==> src/sv/tmcr_ram.sv <==
// Generic single-write, single-read synchronous RAM with registered read data.
// No dependencies.
`default_nettype none

module tmcr_ram #(
    parameter int WIDTH = 8,
    parameter int DEPTH = 16
) (
    input  wire logic                     clk,
    input  wire logic                     wr_en,
    input  wire logic [$clog2(DEPTH)-1:0] wr_addr,
    input  wire logic [WIDTH-1:0]         wr_data,
    input  wire logic                     rd_en,
    input  wire logic [$clog2(DEPTH)-1:0] rd_addr,
    output logic      [WIDTH-1:0]         rd_data
);

    logic [WIDTH-1:0] mem [DEPTH];

    // Write port
    always_ff @(posedge clk)
    begin
        if (wr_en)
        begin
            mem[wr_addr] <= wr_data;
        end
    end

    // Registered read port, holds while not enabled
    always_ff @(posedge clk)
    begin
        if (rd_en)
        begin
            rd_data <= mem[rd_addr];
        end
    end

endmodule

`default_nettype wire

==> config.mk <==
export PLATFORM = sky130hd
export DESIGN_NAME = tmcr_ram
export DESIGN_NICKNAME = d
export VERILOG_FILES = /design/src/sv/tmcr_ram.sv
export SDC_FILE = /design/constraint.sdc
export NUM_CORES = 1
export LEC_CHECK = 0
export ABC_AREA = 1
export BUFFER_PORTS_ARGS = -buffer_cell sky130_fd_sc_hd__buf_2
export CAP_MARGIN = 30
export CORE_MARGIN = 10
export CORE_UTILIZATION = 55
export DETAILED_ROUTE_END_ITERATION = 12
export PLACE_DENSITY = 0.73
export REMOVE_ABC_BUFFERS = 1
export SYNTH_ARGS = -nofsm -noshare
export SYNTH_HDL_FRONTEND = slang
export SYNTH_SLANG_ARGS = --single-unit
==> constraint.sdc <==
create_clock -name clk -period 1.4 [get_ports clk]
set_input_delay 0.14 -clock clk [delete_from_list [all_inputs] [get_ports clk]]
set_output_delay 0.14 -clock clk [all_outputs]
set_load 0.02 [all_outputs]
Word-level counts from Yosys, hierarchy flattened. Memory sizes are Yosys's and may differ from the RTL's. A register that Yosys moved wholly into a read port is not among the register bits. Index checks and enable logic that the tools add are counted.

Mux-type cells: 2.

Operators with widths (number): two-way mux 1 bit (2).

Flip-flop bits (word level): 0. Bits in writable memories: 128. Output and inout bits: 8. Memories: 1.

Memories: mem (words 16, bits a word 8, read ports 1, clocked after Yosys merged registers in 1, wr ports 1, line 18) `logic [WIDTH-1:0] mem [DEPTH];`.

Longest topological paths before layout. Gate-level depths: netlist (run 1).

Depth after elaboration: 2. Depth in mapped cells: 8. Mapped depth without buffers: 7.

Worst setup path before layout (run 1). Ideal clock, no wire load.

Kind: input-to-reg. Start: input port wr_addr[2]. End: memory mem[10][0] (enable). Library setup time: 370 ps. Arrival time: 721 ps. Required time: 1030 ps. Slack: 309 ps. Stages: 2. Path buffers: 0. Cells stage by stage: nand3b_1 > nor2_1.

RTL lines: start: declaration (line 11) `input wire logic [$clog2(DEPTH)-1:0] wr_addr,`; end: declaration (line 18).

Straight into the memory's write port.

Final worst setup path (run 1).
Start: register rd_data[3], read port of mem. End: output port rd_data[3].

RTL lines: start: declaration (line 15) `output logic [WIDTH-1:0] rd_data`.

No word-level cell between the ends.

==> results of run 1 <==
[Yosys cell counts]
library cell  instances  area, um^2
nand3b_1              2        15.0
buf_6                 6        67.6
buf_2                13        65.1
nand2_1             173         649
inv_1               100         375
edfxtp_1            136        4080
nor2_1               17        63.8
inv_2                 2        7.51
buf_4                 4        30.0
buf_1                 1        3.75
nand3_1              97         485
[layer usage]
layer	vias up	track usage (%)
li1	1884	-
met1	1881	20.5
met2	130	28.4
met3	25	3.24
met4	0	10.2
met5	-	0
[power by group]
| group | internal (mW) | total [mW] | switching [mW] |
|---|---|---|---|
| Combinational | 0.181 | 0.569 | 0.388 |
| Clock | 2.85 | 4.41 | 1.56 |
| Sequential | 4.59 | 4.62 | 0.0264 |
[area by class of cell]
type                    count  area [um^2]  area share [%]
flip-flops and latches    136         4080            59.8
well taps                 136          170            2.49
repair buffers             55          400            5.86
inverters                 102          383            5.60
clock inverters            12          156            2.29
multi-input cells         289         1210            17.8
clock buffers              20          425            6.23
[cells in the final DEF, fill, tap and decap left out]
| cell type | synthesis | routed |
|---|---|---|
| clkinv_1 | 0 | 5 |
| clkinvlp_4 | 0 | 1 |
| clkbuf_1 | 0 | 3 |
| inv_2 | 2 | 2 |
| dlygate4sd3_1 | 0 | 6 |
| inv_1 | 100 | 100 |
| clkbuf_16 | 0 | 16 |
| buf_12 | 0 | 3 |
| buf_2 | 13 | 26 |
| buf_4 | 4 | 20 |
| nand3b_1 | 2 | 2 |
| nand3_1 | 97 | 97 |
| clkinv_2 | 0 | 2 |
| nor2_1 | 17 | 17 |
| edfxtp_1 | 136 | 136 |
| nand2_1 | 173 | 173 |
| bufinv_16 | 0 | 4 |
| clkbuf_8 | 0 | 1 |
[cell families after synthesis]
logic type / after synthesis
AND/OR/NAND/NOR: 289
flip-flops: 136
buffers and inverters: 126
[metrics by stage]
step	hold WS [ns]	utilization (%)	total power, mW	area (um^2)	std cells
finish	0.0175	66.2	9.59	6830	750
global route	0.0239	66.2	9.86	6830	750
CTS	0.00126	66.2	9.66	6830	750
detailed placement	0.526	60.0	5.25	6190	712
global placement	0.529	60.0	5.24	6190	712
floorplan	0.239	-	4.96	5680	527
[what timing repair did]
action                     4_1_cts  5_1_grt
hold endpoints to repair        80        0
setup endpoints to repair        0        0
hold buffers                     6        0
resized for setup                0        0
buffers inserted                 0        0
[worst max-delay path by stage]
stage | startpoint | endpoint | slack (ns) | depth (start not counted)
after floorplan | rd_addr[0] | rd_data[2] | 0.14 | 6
after global placement | rd_addr[0] | rd_data[2] | 0.09 | 8
after detailed placement | rd_addr[0] | rd_data[2] | 0.07 | 8
after CTS | rd_data[3] | rd_data[3] | 0.09 | 1
after global routing | rd_data[3] | rd_data[3] | 0.10 | 1
final | rd_data[3] | rd_data[3] | 0.12 | 1
[registers in the layout, indices dropped and copies added, names as in the netlist]
register	flops
mem	128
rd_data	8
==> out/qor.yml, run 1 <==
status:
  status: "complete, no violations"
logic_synthesis:
  synth.distinct_cells: 11
  synth-xor-area-share_pct: 0
  synth_compound_area_share_pct: 0
  seq_area_frac_synth_pct: 69.8
  synthAdderAreaFrac_pct: 0
  yosysWarnings: 0
  syn_inst: 551
  synthSimpleGateAreaFrac_pct: 20.8
  postSynthAreaPerCell_um2: 10.6
  synth_seq_cells: 136
  muxShareOfSynthArea_pct: 0
  synth_top_family_by_area: "simple AND/OR/NAND/NOR gates"
  syn-cell-area_um2: 5850
clock_network:
  cts.sinks: 136
  cts_made_buffers: 17
  clk_latency_ns: 0.52
  clock_path_buffers: 2
  cts_root_buf: "clkbuf_8"
  cts_tree: "done"
  path_clk_slew_ns: 0.06
  h-tree-depth: 4
sta:
  hold_viol: 0
  setup_tns_ns: 0
  rsz0062_at_grt: "false"
  finClkSkew_ns: 0.00574
  setup_viol: 0
  setup_ws_ns: 0.122
  worst_pin_slew_ns: 0.586
  slew_violations: 0
  relSlewSlack_pct: 60.9
  post-route-period-util_pct: 91.3
  timing.final.crit_period_ns: 1.28
  fmax_ghz: 0.783
floorplan:
  coreArea_um2: 10300
  initial_utilization_pct: 56.6
  die-area_um2: 15200
  num_rows: 37
  ios: 27
  die-width_um: 123
  die_h_um: 123
route:
  route.met3.wl_um: 703
  drtIter0Drc: 327
  via_count: 3920
  wl_um: 12100
  viasPerCell: 5.23
  drtAntennaViolNets: 0
  wl_per_cell_um: 16.1
  drtPass1Iterations: 5
  drc: 0
  route.met2.wl_um: 6130
  wl_met1_um: 4930
  highest_layer: "met4"
critical_path:
  r2r_end: "rd_data[7]"
  max_stage_delay_ns: 0.43
  arrival_ns: 1.14
  crit_buf_inv: 1
  crit_required_ns: 1.26
  r2r_cells: 6
  rrSetupSlack_ns: 0.28
  critPathTopFamily: "flip-flops"
  r2r_start: "mem[12][7]"
  cp_cell_sequence: "buf_2"
  worstPathMaxFanout: 1
  path_class: "flip-flop to output port"
  end_kind: "output port"
  critPathLaunchType: "flip-flop"
  crit_slowest_cell: "edfxtp_1"
place:
  gp_congestion: 0.818
  io_buffers: 26
  dp_hpwl_um: 7510
  dpl_worst_slack_ns: 0.0654
pwr:
  vdd_drop_max_mv: 0.749
  power_density_nw_per_um2: 1400
  leakage_nw: 2.97
global_route:
  grt_pass1_wl_um: 19800
  grt_pass1_vias: 3971
  track_usage_pct: 17.1
  overflow: 0
  grt_max_degree: 65
  antenna_found_initial: 0
worst_hold_path:
  hp-class: "primary input to flip-flop"
  holdPathStages: 1
  hp-start: "wr_data[7]"
  min_to: "mem[2][7]"
final_layout:
  layout.nets: 620
  diodes: 0
  layout-drive-gt1-share_pct: 12.2
  areaGrowthSynthToFinish_pct: 16.9
  num-fill-cells: 741
run:
  cap_violations: 0
Power figures use the tool's default switching activity.
==> run 2: changes to the inputs <==
Settings changed: RECOVER_POWER set to 25.
==> out/qor.yml, run 2 (synthesis gave the netlist of run 1 again) <==
critical_path:
  crit_required_ns: 1.26  # about the same
  max_stage_delay_ns: 0.43  # about the same
  critPathTopFamily: "flip-flops"  # unchanged
  r2r_start: "mem[7][5]"  # was mem[12][7]
  worstPathMaxFanout: 1  # unchanged
  path_class: "flip-flop to output port"  # unchanged
  r2r_cells: 6  # unchanged
  rrSetupSlack_ns: 0.29  # was 0.28 ns
  cp_cell_sequence: "buf_2"  # unchanged
  crit_slowest_cell: "edfxtp_1"  # unchanged
  end_kind: "output port"  # unchanged
  critPathLaunchType: "flip-flop"  # unchanged
  arrival_ns: 1.14  # about the same
  crit_buf_inv: 1  # unchanged
  r2r_end: "rd_data[5]"  # was rd_data[7]
pwr:
  vdd_drop_max_mv: 0.750  # was 0.749 mV
  power_density_nw_per_um2: 1410  # was 1400 nW/um^2
  power_switching_mw: 1.97  # about the same
  power_mw: 9.59  # about the same
  power_frac_seq_pct: 48.1  # about the same
  swShare_pct: 20.6  # about the same
  p_comb_share_pct: 5.9  # about the same
  leakage_nw: 2.94  # was 2.97 nW
  internal_power_mw: 7.62  # about the same
  clock_power_share_pct: 46.0  # about the same
sta:
  fmax_ghz: 0.781  # was 0.783 GHz
  finClkSkew_ns: 0.00561  # was 0.00574 ns
  rsz0062_at_grt: "false"  # unchanged
  setup_tns_ns: 0  # unchanged
  slew_violations: 0  # unchanged
  relSlewSlack_pct: 49.7  # was 60.9%
  timing.final.crit_period_ns: 1.28  # about the same
  post-route-period-util_pct: 91.4  # was 91.3%
  worst_pin_slew_ns: 0.755  # was 0.586 ns
  hold_viol: 0  # unchanged
  setup_viol: 0  # unchanged
final_layout:
  layout_common_cells: "nand2_1 (173), edfxtp_1 (136), inv_1 (100)"  # unchanged
  register_area_um2: 4080  # unchanged
  regMostFlops: "mem"  # unchanged
  multiInputGateArea_um2: 1210  # unchanged
  layout_commonest_cell: "nand2_1"  # unchanged
  diodes: 0  # unchanged
  reg_top3: "mem x128, rd_data x8"  # unchanged
  num-fill-cells: 744  # was 741
  layout-drive-gt1-share_pct: 10.9  # was 12.2%
  layout.nets: 620  # unchanged
  areaGrowthSynthToFinish_pct: 16.6  # was 16.9%
  final_util_pct: 66.0  # was 66.2%
  largest_register_ffs: 128  # unchanged
global_route:
  antenna_found_initial: 0  # unchanged
  grt_max_degree: 65  # unchanged
  overflow: 0  # unchanged
  grt_pass1_vias: 3971  # unchanged
  grt_pass1_wl_um: 19800  # unchanged
  track_usage_pct: 17.1  # unchanged
worst_hold_path:
  hp-class: "primary input to flip-flop"  # unchanged
  holdPathStages: 4  # was 1
  min_to: "rd_data[7]"  # was mem[2][7]
  hp-start: "rd_addr[2]"  # was wr_data[7]
clock_network:
  clk_latency_ns: 0.52  # about the same
  h-tree-depth: 4  # unchanged
  cts_setup_buffers: 0  # unchanged
  cts_hold_buf: 6  # unchanged
  cts_tree: "done"  # unchanged
  cts_made_buffers: 17  # unchanged
  cts_root_buf: "clkbuf_8"  # unchanged
  path_clk_slew_ns: 0.05  # was 0.06 ns
  cts_resized: 0  # unchanged
  cts.sinks: 136  # unchanged
  clock_path_buffers: 2  # unchanged
place:
  dp_hpwl_um: 7510  # unchanged
  io_buffers: 26  # unchanged
  gp_congestion: 0.818  # unchanged
status:
  status: "complete, no violations"  # unchanged
floorplan:
  coreArea_um2: 10300  # unchanged
  num_rows: 37  # unchanged
  die_h_um: 123  # unchanged
  die-width_um: 123  # unchanged
  die-area_um2: 15200  # unchanged
  initial_utilization_pct: 56.6  # unchanged
  ios: 27  # unchanged
route:
  drtPass1Iterations: 5  # unchanged
  drc: 0  # unchanged
  wl_per_cell_um: 16.0  # was 16.1 um
  drtIter0Drc: 336  # was 327
  wl_um: 12000  # was 12100 um
  drtAntennaViolNets: 0  # unchanged
  viasPerCell: 5.22  # was 5.23
  via_count: 3918  # was 3920
run:
  cap_violations: 0  # unchanged
run 2: cell types whose count changed in the layout (fill, tap and decap cells not counted):
cell	delta
buf_4	-3
buf_2	-5
clkbuf_1	+8
run 2: power groups by stage:
stage / combinational [mW] / sequential (mW) / clock [mW]
global route: 0.634 / 4.62 / 4.60
detailed placement: 0.552 / 4.70 / 0
finish: 0.564 / 4.62 / 4.41
CTS: 0.570 / 4.62 / 4.47
floorplan: 0.246 / 4.72 / 0
global placement: 0.539 / 4.70 / 0
run 2: worst max-delay path by stage:
stage                     startpoint         end  slack [ns]  depth (start not counted)
after global placement    rd_addr[0]  rd_data[2]        0.09                          8
final                     rd_data[3]  rd_data[3]        0.12                          1
after floorplan           rd_addr[0]  rd_data[2]        0.14                          6
after CTS                 rd_data[3]  rd_data[3]        0.09                          1
after detailed placement  rd_addr[0]  rd_data[2]        0.07                          8
after global routing      rd_data[3]  rd_data[3]        0.10                          1
run 2: final cells by class:
| type | count | share of cell area [%] |
|---|---|---|
| Sequential cell | 136 | 59.9 |
| Multi-Input combinational cell | 289 | 17.8 |
| Clock buffer | 20 | 6.24 |
| Timing Repair Buffer | 55 | 5.62 |
| Inverter | 102 | 5.62 |
| Tap cell | 136 | 2.50 |
| Clock inverter | 12 | 2.29 |
run 2: per-stage QoR:
step                worst slack [ns]  area (um^2)  instances  hold WS, ns
global placement              0.0896         6190        712        0.529
CTS                           0.0890         6830        750      0.00126
finish                         0.120         6820        750       0.0877
detailed placement            0.0654         6190        712        0.526
floorplan                      0.139         5680        527        0.239
global route                   0.104         6820        750        0.116
run 2: metal layers:
metal  routed length, um  global-route usage [%]
met5                   0                       0
met4                 340                    10.2
met3                 625                    3.24
met2                6060                    28.4
met1                5000                    20.5
